## src/rtl/irfd_pkg.sv

```systemverilog
`timescale 1ns / 1ps
package irfd_pkg;

	localparam int unsigned TICK_W      = 15;
	localparam int unsigned CODE_W      = 7;
	localparam int unsigned COUNT_W     = 5;
	localparam int unsigned CFG_IDX_W   = 3;
	localparam int unsigned CMD_BITS    = 7;
	localparam int unsigned SHORT_DEV_BITS = 4;
	localparam int unsigned SHORT_LEN   = 13;
	localparam int unsigned LONG_LEN    = 16;

	localparam logic [COUNT_W-1:0] COUNT_MAX      = 5'd31;
	localparam logic [COUNT_W-1:0] LAST_CMD_IDX   = COUNT_W'(CMD_BITS);
	localparam logic [COUNT_W-1:0] FIRST_DEV_IDX  = COUNT_W'(CMD_BITS + 1);
	localparam logic [COUNT_W-1:0] LAST_DATA_IDX  = COUNT_W'(LONG_LEN - 2);
	localparam logic [COUNT_W-1:0] SHORT_LAST_IDX = COUNT_W'(SHORT_LEN - 1);
	localparam logic [COUNT_W-1:0] LONG_LAST_IDX  = COUNT_W'(LONG_LEN - 1);

	typedef enum logic [CFG_IDX_W-1:0] {
		CFG_START_MARK = 3'd0,
		CFG_ONE_MARK   = 3'd1,
		CFG_ZERO_MARK  = 3'd2,
		CFG_SPACE      = 3'd3,
		CFG_MARGIN     = 3'd4
	} cfg_idx_t;

	typedef logic [TICK_W-1:0] tick_t;
	typedef logic [CODE_W-1:0] code_t;

	typedef struct packed {
		tick_t start_mark_ticks;
		tick_t one_mark_ticks;
		tick_t zero_mark_ticks;
		tick_t space_ticks;
		tick_t margin_ticks;
	} cfg_t;

	typedef struct packed {
		tick_t mark_ticks;
		tick_t space_ticks_in;
		logic  frame_end;
	} sym_t;

	typedef struct packed {
		logic  frame_ok;
		code_t command_code;
		code_t device_code;
		logic  long_frame;
	} res_t;

	typedef struct packed {
		logic start_ok;
		logic is_one;
		logic is_zero;
	} sym_class_t;

	// lo is spec - margin clamped at zero, hi keeps the carry
	function automatic logic in_window(tick_t v, tick_t spec, tick_t margin);
		tick_t             lo;
		logic [TICK_W:0]   hi;
		lo = (spec > margin) ? (spec - margin) : '0;
		hi = {1'b0, spec} + {1'b0, margin};
		return (v > lo) && ({1'b0, v} < hi);
	endfunction

endpackage

```

## src/rtl/irfd_cfg_regs.sv

```systemverilog
`timescale 1ns / 1ps
module irfd_cfg_regs
	import irfd_pkg::*;
(
	input  logic                 clk,
	input  logic                 arst_n,
	input  logic                 cfg_we,
	input  logic [CFG_IDX_W-1:0] cfg_index,
	input  tick_t                cfg_wdata,
	output cfg_t                 cfg
);

	cfg_t cfg_q;

	always_ff @(posedge clk or negedge arst_n) begin
		if (!arst_n) begin
			cfg_q.start_mark_ticks <= 15'd2400;
			cfg_q.one_mark_ticks   <= 15'd1200;
			cfg_q.zero_mark_ticks  <= 15'd600;
			cfg_q.space_ticks      <= 15'd600;
			cfg_q.margin_ticks     <= 15'd200;
		end else if (cfg_we) begin
			unique case (cfg_idx_t'(cfg_index))
				CFG_START_MARK: cfg_q.start_mark_ticks <= cfg_wdata;
				CFG_ONE_MARK:   cfg_q.one_mark_ticks   <= cfg_wdata;
				CFG_ZERO_MARK:  cfg_q.zero_mark_ticks  <= cfg_wdata;
				CFG_SPACE:      cfg_q.space_ticks      <= cfg_wdata;
				CFG_MARGIN:     cfg_q.margin_ticks     <= cfg_wdata;
				default: ;
			endcase
		end
	end

	assign cfg = cfg_q;

endmodule

```

## config.mk

```make
export PLATFORM = sky130hd
export DESIGN_NAME = irfd_cfg_regs
export DESIGN_NICKNAME = d
export VERILOG_FILES = /design/src/rtl/irfd_pkg.sv /design/src/rtl/irfd_cfg_regs.sv
export SDC_FILE = /design/constraint.sdc
export NUM_CORES = 1
export LEC_CHECK = 0
export BUFFER_PORTS_ARGS = -buffer_cell sky130_fd_sc_hd__clkbuf_2
export CAP_MARGIN = 20
export CELL_PAD_IN_SITES_DETAIL_PLACEMENT = 1
export CELL_PAD_IN_SITES_GLOBAL_PLACEMENT = 1
export CORE_MARGIN = 1.5
export CORE_UTILIZATION = 44
export CTS_CLUSTER_DIAMETER = 120
export DETAILED_ROUTE_END_ITERATION = 7
export PLACE_DENSITY = 0.92
export SYNTH_ARGS = -nofsm -noshare
export SYNTH_HDL_FRONTEND = slang
export SYNTH_SLANG_ARGS = --single-unit
```

## constraint.sdc

```tcl
create_clock -name clk -period 1.85 [get_ports clk]
set_input_delay 0.185 -clock clk [delete_from_list [all_inputs] [get_ports clk]]
set_output_delay 0.185 -clock clk [all_outputs]
set_load 0.1 [all_outputs]
```

# Word level (Yosys, flattened, before mapping)
# Index checks and enable logic that the tools add are counted.
[totals] in_bits=21 ff_bits=75 elab_cells=15 out_inout_bits=75
[classes] n_reduce_logical=6 eq_ne=4
[op_table] operator="$reduce_and A2 Y1" n=5
[op_table] operator="$eq A3 B2 Y1 const B" n=2
[op_table] operator="$eq A3 B1 Y1 const B" n=1
[op_table] operator="$eq A3 B3 Y1 const B" n=1
[op_table] operator="$logic_not A3 Y1" n=1

# Longest topological paths before layout
# Gate-level depths: netlist of the first run.
[depth] ltp_word=2 depth_mapped=4 mapped_depth_nobuf=2

# Worst setup path before layout of the first run
# No wires, ideal clock.
[synth_path] path_type="reg-to-reg" start="register, netlist name cfg[15]" end="register cfg_q, in the netlist cfg[15]" path_buffers=0 required_time_ns=1.724 t_arrival_ns=1.134 setup_ns=0.126 path_slack_ns=0.590 synth_period_minus_slack_ns=1.260 stages_incl_launch_ff=2 cell_sequence="dfrtp_1 > mux2_2"
[synth_rtl] item="end, declared" line="irfd_cfg_regs.sv:13" text="cfg_t cfg_q;"

# Worst setup path after layout of the first run
[layout_path] start="register cfg_q, in the netlist cfg[19]" end="output port cfg[19] (netlist name)"
[layout_rtl] item="end, declared" line="irfd_cfg_regs.sv:10" text="output cfg_t cfg"
# No word-level cell between the ends.

==> impl_metrics.toml, run 1 <==
[run_status]
status = "finished clean"

[route]
vias = 1815
wl_per_cell_um = 19.3
routed_wl_mm = 6.79
via_per_inst = 5.16
drc = 0
final_antenna_net_count = 0
first_iter_violations = 37
dr.pass1.iters = 4

[floorplanning]
die_area_um2 = 7350
row_count = 29
die_x_um = 85.8
start_util_pct = 46.4
die_h_um = 85.8
boundaryPins = 96
core-area_um2 = 6490

[flow_run]
max_cap_violations = 0

[clock_tree]
cts.sinks = 75
cts-buffers-inserted = 9
clock_latency_ps = 350
clock_path_buffers = 2
ctsRootBufferMaster = "clkbuf_8"
cts-resized-gates = 0
postCtsHoldBufs = 1
cts_tree = "yes"
post_cts_buffers = 0
cts.htree.levels = 3
clkTransAtPathRegs_ps = 80

[final_layout]
syn2layout_area_growth_pct = 26.8
drive_above_1_share_pct = 78.2
largest_reg_flops = 75
fin_util_pct = 58.8
diodes = 0
finalNetCount = 291

[critical_path]
required_ps = 1660
critical_path.max_fanout = 2
endpoint_kind = "primary output"
arrival_ps = 1350
reg2reg_slack_ps = 1050
rr_startpoint = "cfg[51]"
r2r-end = "cfg[51]"
worst_path_largest_cell_delay_ps = 540
crit_chain = "clkbuf_2"
cp_top_family = "flip-flops"
worst_setup_path_start_kind = "flop"
reg2reg_depth = 1
path_class = "flop to primary output"
cp_num_buf_inv = 1
slowest_stage = "dfstp_2"

[place]
hpwl_mm = 4.93
place_congestion = 0.706
pre_cts_ws_ps = 317
port_buffers = 95

[synthesis]
synth_top_cell_area_share_pct = 46.5
ys_seq_area_share_pct = 63.1
synth_seq_cells = 75
yosys-top-cells-area = "dfrtp_1 (47%), mux2_2 (17%), dfstp_2 (17%)"
synth_area_um2 = 3010
ys_types = 11
synth_area_leader_cell = "dfrtp_1"
syn-instance-count = 163
syn_nets = 184
synth.avg_cell_area_um2 = 18.5
yosysWarningCount = 0

[sta]
fin_crit_sh_pct = 83.2
max_slew_margin_pct = 61.0
finalCriticalPeriod_ps = 1540
rsz0062_at_grt = "false"
fmax_mhz = 650
finalHoldViolCount = 0
holdWs_ps = 130
timing.final.ws_setup_ps = 311
skew_ps = 0
setup_violations = 0
slew_violations = 0
tns_ps = 0
worstMarginPinSlew_ps = 583

[worst_hold_path]
hold_path.class = "input pin to flop"
hp-start = "cfg_wdata[4]"
min_path_cells = 2
hold_end = "cfg[34]"

[grt]
antenna_found_initial = 0
grt_pass1_wl_mm = 11.0
grt_pass1_vias = 1986
grt_use_total_pct = 20.4
grt_max_degree = 40
grt-ovfl-total = 0
==> worst max path at each step <==
stage,depth (start not counted),start,slack [ps],to
finish,1,cfg[19],310,cfg[19]
global route,1,cfg[19],270,cfg[19]
CTS,1,cfg[19],290,cfg[19]
detailed placement,4,cfg_index[0],320,cfg[41]
global placement,4,cfg_index[0],330,cfg[40]
floorplan,1,cfg[15],590,cfg[15]
==> Yosys cell counts <==
cell      instances
and4bb_1          2
buf_2             2
nand4b_2          1
buf_8             1
dfstp_2          19
buf_6             5
mux2_4           30
mux2_2           45
dfrtp_1          56
nor4b_4           1
nor4bb_1          1
==> area by class of cell <==
| class | instances | area, um^2 |
|---|---|---|
| fill | 632 | 2680 |
| tap | 77 | 96.3 |
| sequential | 75 | 1900 |
| timing repair buffer | 104 | 573 |
| clock buffer | 11 | 141 |
| multi-input combinational | 80 | 1050 |
| clock inverter | 5 | 62.6 |
==> cells in the final DEF (no fill, tap or decap) <==
cell type and instances:
clkbuf_2 94, dfrtp_1 56, mux2_2 45, mux2_4 30, dfstp_2 19, clkbuf_8 10
buf_4 7, and4bb_1 2, clkinvlp_4 2, clkinv_4 2, buf_12 2, nor4b_4 1
nand4b_2 1, nor4bb_4 1, clkbuf_1 1, bufinv_16 1, dlygate4sd3_1 1
==> metrics by stage <==
step / instance area [um^2] / cells
finish: 3820 / 352
global placement: 3610 / 335
floorplan: 3010 / 163
global route: 3820 / 352
detailed placement: 3610 / 335
CTS: 3820 / 352
==> per-layer routing <==
metal	vias to the layer above	share of wire, %	routed length [um]	GRT usage [%]
met3	11	6.6	447	6.83
met1	926	43	2900	26.0
met5	-	0	0	0
met4	0	1.4	97	7.04
met2	75	49	3350	32.9
li1	803	-	-	-
==> cells by family after synthesis <==
group	after synthesis	synth area share, %
buffers and inverters	8	2.70
and+or+nand+nor	5	2.45
muxes	75	31.8
DFF	75	63.1
Power of run 1 is left out: the tool's default activity adds up to more than one toggle a clock period on the data nets, which glitch-free logic cannot reach.
==> run 2, diff against run 1 <==
Settings changed: ABC_AREA set to 1, CORE_UTILIZATION 44 to 37, PLACE_DENSITY 0.92 to 0.88.
Clock period 1.85 ns to 1.45 ns, I/O delays scaled along.
==> run 2 against run 1 <==
Effect of this change: sequential share of layout area shrank 2.8 points; setup slack lost 210 ps; first-iteration DRC count grew to 3.0 times the previous value; clock skew is the same; clock-buffer cell count is the same; non-clock buffer count grew 1; critical path depth is the same.
==> impl_metrics.toml, run 2 <==
[run_status]
status = "finished clean"

[final_layout]
syn2layout_area_growth_pct = 32.7
drive_above_1_share_pct = 34.6
layout_commonest_cell = "nand2_1"
finalNetCount = 456
layout_common_cells = "nand2_1 (168), clkbuf_2 (75), nand3_1 (60)"
diodes = 0
largest_reg_flops = 75

[grt]
grt-ovfl-total = 0
grt_pass1_vias = 2720
grt_pass1_wl_mm = 14.3
antenna_found_initial = 0
grt_use_total_pct = 21.7
grt_max_degree = 38

[critical_path]
slowest_stage = "clkbuf_2"
required_ps = 1310
endpoint_kind = "primary output"
arrival_ps = 1200
worst_setup_path_start_kind = "flop"
path_class = "flop to primary output"
crit_chain = "clkbuf_2"
rr_startpoint = "cfg[55]"
worst_path_largest_cell_delay_ps = 470
critical_path.max_fanout = 2
cp-startpoint = "cfg[26]"
cp_top_family = "buffers and inverters"
cp_num_buf_inv = 1

[flow_run]
max_cap_violations = 0

[power]
p_per_area_nw_per_um2 = 2140
vdd_drop_max_uv = 955
total_power_mw = 8.67
leakage_nw = 2.21

[synthesis]
ys_types = 12
synthFlopType = "dfrtp_1"
syn-instance-count = 336
synth-edff-count = 0
synth_area_leader_cell = "dfrtp_1"
synth_seq_cells = 75
synth_area_um2 = 3050
synth_top_cell_area_share_pct = 46.0
ys_seq_area_share_pct = 62.4
syn_nets = 357
synth.avg_cell_area_um2 = 9.07
synthTopCellsByCount = "nand2_1 (168), nand3_1 (60), dfrtp_1 (56), dfstp_2 (19), buf_2 (11)"
yosys.cell_count.top_type = "nand2_1"
yosysWarningCount = 0
async_reset_ff_share_pct = 100
yosys-top-cells-area = "dfrtp_1 (46%), nand2_1 (21%), dfstp_2 (16%)"

[route]
final_antenna_net_count = 0
vias = 2657
drc = 0
first_iter_violations = 110
via_per_inst = 4.91
routed_wl_mm = 8.76
wl_per_cell_um = 16.2
dr.pass1.iters = 4

[clock_tree]
cts-resized-gates = 0
clkTransAtPathRegs_ps = 80
postCtsHoldBufs = 1
cts.sinks = 75
cts-buffers-inserted = 9
post_cts_buffers = 0
cts.htree.levels = 3
clock_latency_ps = 340
clock_path_buffers = 2
ctsRootBufferMaster = "clkbuf_8"
cts_tree = "yes"

[place]
hpwl_mm = 6.46
place_congestion = 0.772
port_buffers = 95

[sta]
tns_ps = 0
worstMarginPinSlew_ps = 569
finalHoldViolCount = 0
fmax_mhz = 741
slew_violations = 0
skew_ps = 0
setup_violations = 0
finalCriticalPeriod_ps = 1350
max_slew_margin_pct = 62.2
fin_crit_sh_pct = 93.1
rsz0062_at_grt = "false"

[floorplanning]
boundaryPins = 96
die_area_um2 = 8790
die_h_um = 93.8
row_count = 32
core-area_um2 = 7850
start_util_pct = 38.8
die_x_um = 93.8

[worst_hold_path]
hold_path.class = "input pin to flop"
hp-start = "cfg_wdata[4]"
run 2: cell types whose count changed after synthesis, moves of 3 or more:
| cell | before | now |
|---|---|---|
| mux2_4 | 30 | 0 |
| nand3_1 | 0 | 60 |
| mux2_2 | 45 | 0 |
| nor2_4 | 0 | 4 |
| inv_2 | 0 | 4 |
| buf_2 | 2 | 11 |
| nand2_2 | 0 | 5 |
| nand2_1 | 0 | 168 |
| buf_4 | 0 | 3 |
run 2: final timing paths:
path / endpoint / slack, ps / cells after the start
worst max-delay path: cfg[26] / 100 / 1
worst min-delay path: cfg[19] / 70 / 3
worst max register to register: cfg[55] / 680 / 2
worst min register to register: cfg[50] / 470 / 2
max in group asynchronous: cfg[18] / 630 / 3
min in group asynchronous: cfg[35] / 230 / 2
run 2: metal layers:
metal  wire length [um]  vias up  track usage, %
li1                   -     1249               -
met1               3790     1322            28.7
met2               4520       75            36.1
met3                350       11            3.32
met4                107        0            7.84
met5                  0        -               0
run 2: power breakdown:
part	leakage (nW)	switching, mW	internal (mW)
Sequential	0.903	0.291	2.56
Combinational	1.21	3.49	0.693
Clock	0.0974	0.754	0.876
Total	2.21	4.54	4.13
run 2: cell families after synthesis:
| kind of cell | after synthesis | synth area share, % |
|---|---|---|
| buf+inv | 23 | 4.39 |
| flops | 75 | 62.4 |
| simple gates | 238 | 33.3 |
run 2: area by class of cell:
cell class | instances | area (um^2)
Clock buffer | 11 | 151
Clock inverter | 4 | 50.0
Fill cell | 970 | 3800
Inverter | 6 | 22.5
Multi-Input combinational cell | 238 | 1010
Sequential cell | 75 | 1900
Tap cell | 102 | 128
Timing Repair Buffer | 105 | 778
run 2: stage by stage:
stage	util, %	instances	cell area, um^2	hold slack, ps	setup slack (ps)
3_5_place_dp	48.8	525	3830	54.2	188
4_1_cts	51.5	541	4040	66.5	81.5
3_3_place_gp	48.8	525	3830	52.9	223
5_1_grt	51.5	541	4040	86.8	55.0
6_report	51.5	541	4040	71.9	100
2_1_floorplan	-	336	3050	-151	294
No activity file was read; power rests on OpenSTA's default activity.
