File: src/rtl/irfd_pkg.sv
`timescale 1ns / 1ps
package irfd_pkg;

	localparam int unsigned TICK_W      = 15;
	localparam int unsigned CODE_W      = 7;
	localparam int unsigned COUNT_W     = 5;
	localparam int unsigned CFG_IDX_W   = 3;
	localparam int unsigned CMD_BITS    = 7;
	localparam int unsigned SHORT_DEV_BITS = 4;
	localparam int unsigned SHORT_LEN   = 13;
	localparam int unsigned LONG_LEN    = 16;

	localparam logic [COUNT_W-1:0] COUNT_MAX      = 5'd31;
	localparam logic [COUNT_W-1:0] LAST_CMD_IDX   = COUNT_W'(CMD_BITS);
	localparam logic [COUNT_W-1:0] FIRST_DEV_IDX  = COUNT_W'(CMD_BITS + 1);
	localparam logic [COUNT_W-1:0] LAST_DATA_IDX  = COUNT_W'(LONG_LEN - 2);
	localparam logic [COUNT_W-1:0] SHORT_LAST_IDX = COUNT_W'(SHORT_LEN - 1);
	localparam logic [COUNT_W-1:0] LONG_LAST_IDX  = COUNT_W'(LONG_LEN - 1);

	typedef enum logic [CFG_IDX_W-1:0] {
		CFG_START_MARK = 3'd0,
		CFG_ONE_MARK   = 3'd1,
		CFG_ZERO_MARK  = 3'd2,
		CFG_SPACE      = 3'd3,
		CFG_MARGIN     = 3'd4
	} cfg_idx_t;

	typedef logic [TICK_W-1:0] tick_t;
	typedef logic [CODE_W-1:0] code_t;

	typedef struct packed {
		tick_t start_mark_ticks;
		tick_t one_mark_ticks;
		tick_t zero_mark_ticks;
		tick_t space_ticks;
		tick_t margin_ticks;
	} cfg_t;

	typedef struct packed {
		tick_t mark_ticks;
		tick_t space_ticks_in;
		logic  frame_end;
	} sym_t;

	typedef struct packed {
		logic  frame_ok;
		code_t command_code;
		code_t device_code;
		logic  long_frame;
	} res_t;

	typedef struct packed {
		logic start_ok;
		logic is_one;
		logic is_zero;
	} sym_class_t;

	// lo is spec - margin clamped at zero, hi keeps the carry
	function automatic logic in_window(tick_t v, tick_t spec, tick_t margin);
		tick_t             lo;
		logic [TICK_W:0]   hi;
		lo = (spec > margin) ? (spec - margin) : '0;
		hi = {1'b0, spec} + {1'b0, margin};
		return (v > lo) && ({1'b0, v} < hi);
	endfunction

endpackage

File: src/rtl/irfd_sym_class.sv
`timescale 1ns / 1ps
module irfd_sym_class
	import irfd_pkg::*;
(
	input  cfg_t       cfg,
	input  tick_t      mark_ticks,
	input  tick_t      space_ticks_in,
	output sym_class_t cls
);

	logic space_ok;

	always_comb begin
		space_ok    = in_window(space_ticks_in, cfg.space_ticks, cfg.margin_ticks);
		cls.start_ok = in_window(mark_ticks, cfg.start_mark_ticks, cfg.margin_ticks);
		cls.is_one  = space_ok
			&& in_window(mark_ticks, cfg.one_mark_ticks, cfg.margin_ticks);
		// a mark inside both windows counts as a one
		cls.is_zero = space_ok && !cls.is_one
			&& in_window(mark_ticks, cfg.zero_mark_ticks, cfg.margin_ticks);
	end

endmodule

File: config.mk
export PLATFORM = sky130hd
export DESIGN_NAME = irfd_sym_class
export DESIGN_NICKNAME = d
export VERILOG_FILES = /design/src/rtl/irfd_pkg.sv /design/src/rtl/irfd_sym_class.sv
export SDC_FILE = /design/constraint.sdc
export NUM_CORES = 1
export LEC_CHECK = 0
export ABC_AREA = 1
export BUFFER_PORTS_ARGS = -buffer_cell sky130_fd_sc_hd__buf_2
export CORE_ASPECT_RATIO = 0.5
export CORE_MARGIN = 2
export CORE_UTILIZATION = 45
export DETAILED_ROUTE_END_ITERATION = 6
export PLACE_DENSITY = 0.71
export SLEW_MARGIN = 20
export SYNTH_ARGS = -nofsm -noshare
export SYNTH_HDL_FRONTEND = slang
export SYNTH_SLANG_ARGS = --single-unit
export TNS_END_PERCENT = 10
File: constraint.sdc
create_clock -name vclk -period 4.7
set_clock_uncertainty 0.1 [all_clocks]
set_input_delay 0.94 -clock vclk [all_inputs]
set_output_delay 0.94 -clock vclk [all_outputs]
set_load 0.02 [all_outputs]
; After elaboration in Yosys (flattened, before gate mapping)
; Cells that the tools add are included.
[word_totals]
register_bits = 0
input_bits = 105
word_cells = 32
out_inout_bits = 3
[classes]
reduce_logical = 8
n_lt_le_gt_ge = 12
muxes = 4
addsub = 8
[op_table]
columns = operator, n
row1 = $gt A15 B15 Y1, 8
row2 = $add A15 B15 Y16, 4
row3 = $lt A15 B16 Y1, 4
row4 = $mux W15, 4
row5 = $sub A15 B15 Y15, 4
row6 = $logic_and A1 B1 Y1, 7
row7 = $logic_not A1 Y1, 1

; Longest topological paths before layout
; Gate-level depths: netlist (run 1).
[logic_depth]
ltp_word = 8
ltp_mapped = 26
ltp_nobuf = 24

; Worst setup path after synthesis (run 1)
; No wires, ideal clock.
[synth_timing]
path_type = input port to output port
startpoint = in cfg[12] in the netlist's numbering
endpoint = out cls[1] in the netlist's numbering
required_ps = 3660
t_arrival_ps = 3720
path_buffers = 2
path_stages = 20
setup_slack_ps = -60
cell_sequence = inv_1 -> ha_1 -> buf_2 -> nand2_1 -> nor4_2 -> nand2_1 -> nand2_1 -> nand2_1 -> a21oi_4 -> buf_6 -> nand3_1 -> ha_1 -> nand2_1 -> nor2_1 -> nand4_1 -> inv_1 -> nand2_1 -> a21oi_1 -> nand2_1 -> nor3_1
[synth_rtl]
columns = element, line_no
row1 = "start, declared", irfd_sym_class.sv:5  ; input cfg_t cfg,
row2 = "end, declared", irfd_sym_class.sv:8  ; output sym_class_t cls

==> results.sh, run 1 <==
export IMPL_min_period_over_period_pct=108.7
export IMPL_path_buf_inv=6
export IMPL_dp_cells=2101
export IMPL_max_stage_delay_ns=0.36
export IMPL_die_x_microns=202.8
export IMPL_met3_length_mm=1.481
export IMPL_row_count=36
export IMPL_firstDrtPassIters=6
export IMPL_yosysMostFrequentCell="nand2_1"
export IMPL_cp_max_fo=6
export IMPL_multi_input_area_sq_um=8648
export IMPL_cp_end_kind="output pin"
export IMPL_p_comb_share_pct=100.0
export IMPL_synth_nets=1780
export IMPL_num_antenna_cells=0
export IMPL_p_clk_share_pct=0
export IMPL_layout_min_cycle_time_ns=5.110
export IMPL_port_buffers=108
export IMPL_max_freq_mhz=195.7
export IMPL_maxSlewHeadroom_pct=72.43
export IMPL_drv_cap=0
export IMPL_num_vias=11060
export IMPL_synth_commonest_cells="nand2_1 (347), ha_1 (238), inv_1 (177)"
export IMPL_slowest_stage="ha_4"
export IMPL_grt_max_degree=9
export IMPL_grt_usage_pct=31.03
export IMPL_syn_to_final_growth_pct=46.59
export IMPL_seq_area_sq_um=0
export IMPL_crit_type="in2out"
export IMPL_hold_ws_ns=2.558
export IMPL_switchingPower_mw=1.119
export IMPL_violations="negative setup slack"
export IMPL_swShare_pct=53.74
export IMPL_grt_antenna_before_repair=0
export IMPL_required_ns=3.66
export IMPL_irDropWorstVdd_mv=0.05347
export IMPL_fill_cells=1741
export IMPL_ys_seq_area_share_pct=0
export IMPL_syn_cell_area_sq_um=8892
export IMPL_pwr_share_seq_pct=0
export IMPL_preCtsSetupSlack_ns=-0.4976
export IMPL_fin_ws_ns=-0.4097
export IMPL_cp_top_family="simple AND/OR/NAND/NOR gates"
export IMPL_stdcell_count=2117
export IMPL_core_sq_um=19410
export IMPL_ant_nets=0
export IMPL_post_route_drc_count=0
export IMPL_leakagePower_nw=7.110
export IMPL_gp_congestion=0.9428
export IMPL_power_mw=2.082
export IMPL_worst_slew_pin_slew_ns=0.4135
export IMPL_initialDrtViolationCount=490
export IMPL_met2_length_mm=16.39
export IMPL_hold_violations=0
export IMPL_nClkBuffers=0
export IMPL_fin_nets=2204
export IMPL_crit_path_frequent_cell="nand2_2"
export IMPL_rsz0062_at_grt="true"
export IMPL_hp_start="space_ticks_in[14]"
export IMPL_synth_area_leaders="ha_1 (33%), nand2_1 (15%), a21oi_1 (8.5%)"
export IMPL_routed_wl_mm=33.90
export IMPL_synthCells=1429
export IMPL_dp_hpwl_mm=28.82
export IMPL_start_kind="input port"
export IMPL_yosysWarnings=0
export IMPL_ys_types=46
export IMPL_die_area_sq_um=20970
export IMPL_top_layer="met4"
export IMPL_status="complete, but fails checks"
export IMPL_viasPerCell=5.223
export IMPL_floorplan_io_pins=108
export IMPL_die_h_microns=103.4
export IMPL_wl_per_cell_microns=16.01
export IMPL_yosysTopAreaCell="ha_1"
export IMPL_syn_area_per_cell_sq_um=6.223
export IMPL_grt_pass1_wl_mm=52.24
export IMPL_worstPathArrival_ns=4.07
export IMPL_grt_overflow_total=0
export IMPL_grt_pass1_vias=10920
export IMPL_design_seq_count=0
export IMPL_critPathLaunch="cfg[1]"
export IMPL_wl_met1_mm=15.56
export IMPL_power_density_nw_per_um2=159.7
export IMPL_drive_above_1_share_pct=33.87
export IMPL_start_util_pct=45.80
export IMPL_maxSlewViolCount=0
export IMPL_synth_top_area_share_pct=33.49
export IMPL_p_int_mw=0.9633
export IMPL_setup_viol=3
export IMPL_hold_path_class="in2out"
-- timing repair --
| item | in CTS | in global routing |
|---|---|---|
| cloned | 1 | 0 |
| endpoints found under the setup margin | 3 | 3 |
| pin swaps | 37 | 47 |
| setup buffers | 8 | 7 |
| resized for setup | 101 | 85 |
| hold buffers | 0 | 0 |
-- worst paths after layout --
path / endpoint / slack, ns / cells after the start
max: cls[0] / -0.41 / 25
min: cls[1] / 2.56 / 8
-- layout make-up --
cell class,instances,share of cell area [%]
Inverter,179,5.337
Multi-Input combinational cell,1205,66.35
Tap cell,266,2.553
Timing Repair Buffer,466,25.71
Timing Repair inverter,1,0.05759
-- routing by layer --
layer / vias up / GRT usage (%)
li1: 5589 / -
met1: 5185 / 39.89
met2: 244 / 58.61
met3: 39 / 2.256
met4: 0 / 5.053
met5: - / 0
-- stage by stage --
stage / util [%] / area [sq um] / setup TNS [ns]
after CTS: 64.98 / 12620 / -0.8139
final: 67.14 / 13040 / -1.017
after detailed placement: 62.31 / 12100 / -1.326
after global routing: 67.14 / 13040 / -1.602
after floorplan: - / 8897 / -0.01384
after global placement: 62.31 / 12100 / -1.205
-- worst min-delay path, cell delays in order --
cell and delay [ns]:
buf_2 0.11, ha_1 0.16, a21oi_2 0.04, nand2_1 0.07
nand3_2 0.07, nand2_2 0.12, nor3_2 0.06, buf_4 0.15
-- cell families after synthesis --
kind of cell | Yosys count | synth area share, %
buf+inv | 224 | 10.64
fa+ha+maj | 246 | 35.29
simple gates | 607 | 28.79
compound gates | 274 | 17.60
xor+xnor | 78 | 7.683
-- power by group through the flow --
stage / clock network [mW] / registers [mW] / logic, mW
after floorplan: 0 / 0 / 1.07
final: 0 / 0 / 2.08
after global placement: 0 / 0 / 1.79
after CTS: 0 / 0 / 1.96
after detailed placement: 0 / 0 / 1.86
after global routing: 0 / 0 / 2.31
-- cells in the final DEF, fill, tap and decap left out, types with 3 or more instances in the layout --
cell type / instances
nand2_2: 28
o21ai_1: 14
a21oi_1: 128
nand4_1: 24
clkinvlp_4: 6
buf_6: 14
nand2_4: 6
inv_2: 11
nor3_1: 6
a21o_1: 9
nand3_2: 12
o21ai_2: 6
xor2_1: 71
a21oi_2: 24
nor2_2: 9
nor2_1: 107
nor3b_1: 3
xnor2_1: 6
o21a_1: 7
o21ai_0: 39
ha_4: 24
nor3_2: 3
buf_4: 346
ha_2: 4
fa_1: 7
nand2_1: 325
nand3_1: 62
inv_1: 161
o211ai_1: 9
or2_2: 7
a21oi_4: 3
buf_2: 101
a221oi_1: 4
buf_12: 3
ha_1: 210
o21bai_1: 17
a31oi_1: 6
Note: power is estimated with default switching activity, not from simulation.
==> run 2: changes to the inputs <==
--- a/config.mk
+++ b/config.mk
@@ -12,6 +12,7 @@
 export CORE_UTILIZATION = 45
 export DETAILED_ROUTE_END_ITERATION = 6
 export PLACE_DENSITY = 0.71
+export SETUP_SLACK_MARGIN = 0.3
 export SLEW_MARGIN = 20
 export SYNTH_ARGS = -nofsm -noshare
 export SYNTH_HDL_FRONTEND = slang
==> run 2 against run 1 <==
The run still ends with negative setup slack left. Sequential share of layout area is the same. Design area up 0.80%. Non-clock buffer count grew 14. Global-route usage up 0.45 points. Largest cell class unchanged. Highest routed layer unchanged.
==> results.sh, run 2 (synthesis gave the netlist of run 1 again) <==
export IMPL_dp_cells=2113
export IMPL_nClkBuffers=0
export IMPL_max_freq_mhz=192.0
export IMPL_drv_cap=0
export IMPL_pwr_share_seq_pct=0
export IMPL_swShare_pct=53.60
export IMPL_maxSlewViolCount=0
export IMPL_hold_depth=9
export IMPL_port_buffers=108
export IMPL_setup_viol=3
export IMPL_gp_congestion=0.9663
export IMPL_cp_max_fo=5
export IMPL_worst_slew_pin_slew_ns=0.4281
export IMPL_grt_pass1_wl_mm=52.78
export IMPL_firstDrtPassIters=6
export IMPL_hold_violations=0
export IMPL_leakagePower_nw=7.215
export IMPL_num_vias=11190
export IMPL_start_kind="input port"
export IMPL_hold_path_class="in2out"
export IMPL_rsz0062_at_grt="true"
export IMPL_cp_end_kind="output pin"
export IMPL_slowest_stage="ha_4"
export IMPL_grt_overflow_total=0
export IMPL_worstPathArrival_ns=4.17
export IMPL_required_ns=3.66
export IMPL_fin_ws_ns=-0.5076
export IMPL_die_area_sq_um=20970
export IMPL_post_route_drc_count=0
export IMPL_p_clk_share_pct=0
export IMPL_routed_wl_mm=34.29
export IMPL_grt_usage_pct=31.48
export IMPL_fin_nets=2218
export IMPL_irDropWorstVdd_mv=0.05035
export IMPL_ant_nets=0
export IMPL_p_int_mw=0.9816
export IMPL_path_cells="buf_8, clkinvlp_4, ha_4, nand2_4, o21ai_4, a21oi_2, inv_1, nand2_2, nand2_2, nand2_4, a21oi_4, nand3_2, ha_4, nand2_2, nor2_4, nand4_1, inv_1, nand2_1, a21oi_2, nand2_4, buf_6, nor3_4, buf_6"
export IMPL_p_comb_share_pct=100.0
export IMPL_stdcell_count=2131
export IMPL_grt_max_degree=12
export IMPL_max_stage_delay_ns=0.39
export IMPL_syn_to_final_growth_pct=47.76
export IMPL_core_sq_um=19410
export IMPL_hp_start="space_ticks_in[14]"
export IMPL_final_common_cell="buf_4"
export IMPL_maxSlewHeadroom_pct=71.46
export IMPL_dp_hpwl_mm=29.15
export IMPL_die_h_microns=103.4
export IMPL_cts_hold_buf=0
export IMPL_grt_pass1_vias=10950
export IMPL_violations="negative setup slack"
export IMPL_crit_type="in2out"
export IMPL_switchingPower_mw=1.134
export IMPL_holdPathEnd="cls[1]"
export IMPL_die_x_microns=202.8
export IMPL_floorplan_io_pins=108
export IMPL_min_period_over_period_pct=110.8
export IMPL_layout_min_cycle_time_ns=5.208
export IMPL_status="complete, but fails checks"
export IMPL_wl_per_cell_microns=16.09
export IMPL_final_util_pct=67.68
export IMPL_design_seq_count=0
export IMPL_row_count=36
export IMPL_viasPerCell=5.250
export IMPL_initialDrtViolationCount=557
export IMPL_start_util_pct=45.80
export IMPL_drive_above_1_share_pct=34.10
export IMPL_seq_area_sq_um=0
export IMPL_final_cell_mix="buf_4 (365), nand2_1 (315), ha_1 (213)"
export IMPL_power_mw=2.115
export IMPL_power_density_nw_per_um2=161.0
export IMPL_num_antenna_cells=0
export IMPL_grt_antenna_before_repair=0
run 2: final cells by class:
cell class / instances / area (sq um)
well taps: 266 / 332.8
inverters: 179 / 694.4
multi-input cells: 1206 / 8657
repair buffers: 480 / 3455
fillers: 1678 / 6275
run 2: critical path: cells and delay by family:
family          cells  cell delay [ns]
simple gates       11             1.10
compound gates      4             0.71
fa+ha+maj           2             0.69
buf+inv             6             0.72
run 2: repair_timing:
action | in CTS | in global routing
pin swaps | 26 | 49
setup buffers | 11 | 6
resized for setup | 72 | 97
gates cloned | 1 | 0
endpoints found under the setup margin | 3 | 3
run 2: metrics by stage:
step                      hold slack, ns  worst slack [ns]  area (sq um)  TNS (ns)
after global placement             2.623           -0.5401         12250    -1.458
after detailed placement           2.619           -0.6378         12250    -1.727
after global routing               2.669           -0.6772         13140    -1.839
final                              2.592           -0.5076         13140    -1.327
after CTS                          2.585           -0.3993         12720    -1.121
after floorplan                    2.224            0.1301          8952         0
run 2: power by group through the flow:
| stage | sequential [mW] | clock (mW) | combinational [mW] |
|---|---|---|---|
| floorplan | 0 | 0 | 1.08 |
| global placement | 0 | 0 | 1.82 |
| detailed placement | 0 | 0 | 1.89 |
| CTS | 0 | 0 | 1.98 |
| global route | 0 | 0 | 2.34 |
| finish | 0 | 0 | 2.12 |
run 2: worst max path at each step:
| stage | from | endpoint | slack, ns | cells past startpoint |
|---|---|---|---|---|
| CTS | cfg[2] | cls[1] | -0.40 | 23 |
| finish | cfg[2] | cls[1] | -0.51 | 23 |
| detailed placement | cfg[1] | cls[1] | -0.64 | 23 |
| global route | cfg[2] | cls[1] | -0.68 | 23 |
| global placement | cfg[2] | cls[0] | -0.54 | 23 |
| floorplan | cfg[1] | cls[0] | 0.13 | 23 |
run 2: per-layer routing:
layer | GRT usage, % | vias up | routed length [microns]
li1 | - | 5621 | -
met1 | 41.98 | 5179 | 15690
met2 | 56.74 | 318 | 15990
met3 | 1.347 | 70 | 1763
met4 | 8.085 | 0 | 854
met5 | 0 | - | 0
==> run 3: changes to the inputs <==
--- a/config.mk
+++ b/config.mk
@@ -11,6 +11,7 @@
 export CORE_MARGIN = 2
 export CORE_UTILIZATION = 45
 export DETAILED_ROUTE_END_ITERATION = 6
+export MAX_ROUTING_LAYER = met4
 export PLACE_DENSITY = 0.71
 export SETUP_SLACK_MARGIN = 0.3
 export SLEW_MARGIN = 20
==> constraint.sdc (replaced) <==
create_clock -name vclk -period 5
set_clock_uncertainty 0.1 [all_clocks]
set_input_delay 1 -clock vclk [all_inputs]
set_output_delay 1 -clock vclk [all_outputs]
set_load 0.02 [all_outputs]
==> run 3 against run 2 <==
The run still ends with negative setup slack left. Hold slack improved by 0.051 ns. Sequential cell count unchanged. Via count decreased by 3.1%. Design area down 3.5%. Critical endpoint is now cls[0]. Global-route usage is 0.43 points lower. Die area unchanged. First-iteration DRC count is 16% lower. Critical path depth stayed put. Core utilization down 2.3 points. Largest cell class unchanged. Total power is 11% lower.
==> results.sh, run 3 (synthesis gave the netlist of run 1 again) <==
export IMPL_ant_nets=0
export IMPL_core_sq_um=19410
export IMPL_violations="negative setup slack"
export IMPL_num_vias=10850
export IMPL_layout_min_cycle_time_ns=5.204
export IMPL_required_ns=3.90
export IMPL_finalInstanceArea_sq_um=12680
export IMPL_worstPathArrival_ns=4.10
export IMPL_min_period_over_period_pct=104.1
export IMPL_seq_area_sq_um=0
export IMPL_hold_violations=0
export IMPL_grt_usage_pct=31.05
export IMPL_swShare_pct=54.32
export IMPL_drv_cap=0
export IMPL_port_buffers=108
export IMPL_cp_max_fo=4
export IMPL_start_util_pct=45.80
export IMPL_hp_start="space_ticks_in[7]"
export IMPL_final_common_cell="nand2_1"
export IMPL_hold_path_class="in2out"
export IMPL_row_count=36
export IMPL_placed_area_sq_um=11780
export IMPL_stdcell_count=2070
export IMPL_setup_viol=3
export IMPL_fill_cells=1782
export IMPL_slowest_stage="nor4_4"
export IMPL_grt_antenna_before_repair=1
export IMPL_firstDrtPassIters=5
export IMPL_power_density_nw_per_um2=149.0
export IMPL_dp_hpwl_mm=27.84
export IMPL_maxSlewHeadroom_pct=75.26
export IMPL_viasPerCell=5.240
export IMPL_holdPathEnd="cls[1]"
export IMPL_status="complete, but fails checks"
export IMPL_start_kind="input port"
export IMPL_syn_to_final_growth_pct=42.65
export IMPL_setup_tns_ns=-0.5378
export IMPL_p_clk_share_pct=0
export IMPL_grt_pass1_wl_mm=50.60
export IMPL_drive_above_1_share_pct=31.72
export IMPL_max_freq_mhz=192.2
export IMPL_cp_end_kind="output pin"
export IMPL_cts_hold_buf=0
export IMPL_grt_max_degree=13
export IMPL_die_area_sq_um=20970
export IMPL_switchingPower_mw=1.026
export IMPL_rsz0062_at_grt="true"
export IMPL_crit_type="in2out"
export IMPL_final_cell_mix="nand2_1 (327), buf_4 (302), ha_1 (206)"
export IMPL_p_comb_share_pct=100.0
export IMPL_fin_nets=2156
export IMPL_grt_overflow_total=0
export IMPL_maxSlewViolCount=0
export IMPL_leakagePower_nw=6.866
export IMPL_dp_cells=2059
export IMPL_gp_congestion=1.009
export IMPL_cp_top_family="simple AND/OR/NAND/NOR gates"
export IMPL_grt_pass1_vias=10510
export IMPL_design_seq_count=0
export IMPL_post_route_drc_count=0
export IMPL_hold_depth=8
export IMPL_floorplan_io_pins=108
export IMPL_preCtsSetupSlack_ns=-0.3934
export IMPL_power_mw=1.889
export IMPL_irDropWorstVdd_mv=0.05540
export IMPL_fin_ws_ns=-0.2040
export IMPL_initialDrtViolationCount=468
export IMPL_p_int_mw=0.8631
export IMPL_crit_path_frequent_cell="nand2_2"
export IMPL_path_buf_inv=5
export IMPL_max_stage_delay_ns=0.40
export IMPL_routed_wl_mm=32.92
export IMPL_nClkBuffers=0
export IMPL_wl_per_cell_microns=15.90
export IMPL_pwr_share_seq_pct=0
export IMPL_path_cells="buf_2, inv_1, buf_4, ha_1, nand2_2, nor2_1, nand4_1, nor4_4, buf_4, a21oi_4, o21ai_0, ha_1, nand2_1, nor2_2, nand2_1, nand2_1, nand2_2, a21oi_2, nand2_2, nor2_2, nand2_2, nor2_4, buf_6"
export IMPL_die_x_microns=202.8
export IMPL_worst_slew_pin_slew_ns=0.3677
export IMPL_die_h_microns=103.4
-- run 3: changes by cell type in the layout (fill, tap and decap cells not counted), moves of 4 or more --
cell	change
nor2_2	+4
o21ai_0	-5
nand2_2	-8
o21ai_1	+5
nand2_4	-4
buf_4	-63
nand2_1	+12
ha_1	-7
ha_4	+7
-- run 3: area by class of cell --
class | instances | area, sq um | area share (%)
diodes | 1 | 2.502 | 0.01973
inverters | 179 | 695.7 | 5.484
multi-input cells | 1206 | 8701 | 68.59
well taps | 266 | 332.8 | 2.624
repair buffers | 418 | 2953 | 23.28
-- run 3: power by group through the flow --
stage               sequential, mW    clock (mW)  combinational (mW)
floorplan                        0             0                1.01
global placement                 0             0                1.66
detailed placement               0             0                1.70
CTS                              0             0                1.75
global route                     0  0.0000000267                2.10
finish                           0  0.0000000267                1.89
-- run 3: timing repair --
action	in CTS	in global routing
endpoints found under the hold margin	0	0
setup buffers	2	7
endpoints found under the setup margin	3	3
gates cloned	1	0
pin swaps	18	47
resized for setup	37	135
-- run 3: per-layer routing --
metal  up-vias  GRT usage [%]  wire [microns]
li1       5497              -               -
met2       248          53.27           15100
met3        50         0.4073            1421
met1      5051          41.52           15710
met4         0          7.299             691
met5         -              -               0
-- run 3: worst max path at each step --
stage                  from      to  slack (ns)  cells after the start
finish              cfg[13]  cls[0]       -0.20                     23
global route         cfg[5]  cls[0]       -0.38                     20
CTS                  cfg[1]  cls[1]       -0.23                     26
detailed placement   cfg[0]  cls[0]       -0.39                     23
global placement     cfg[0]  cls[0]       -0.32                     23
floorplan           cfg[12]  cls[1]        0.28                     20
-- run 3: through the flow --
stage / utilization [%] / hold WS [ns]
floorplan: - / 2.329
global placement: 60.66 / 2.655
detailed placement: 60.66 / 2.659
CTS: 61.53 / 2.656
global route: 65.34 / 2.722
finish: 65.34 / 2.643
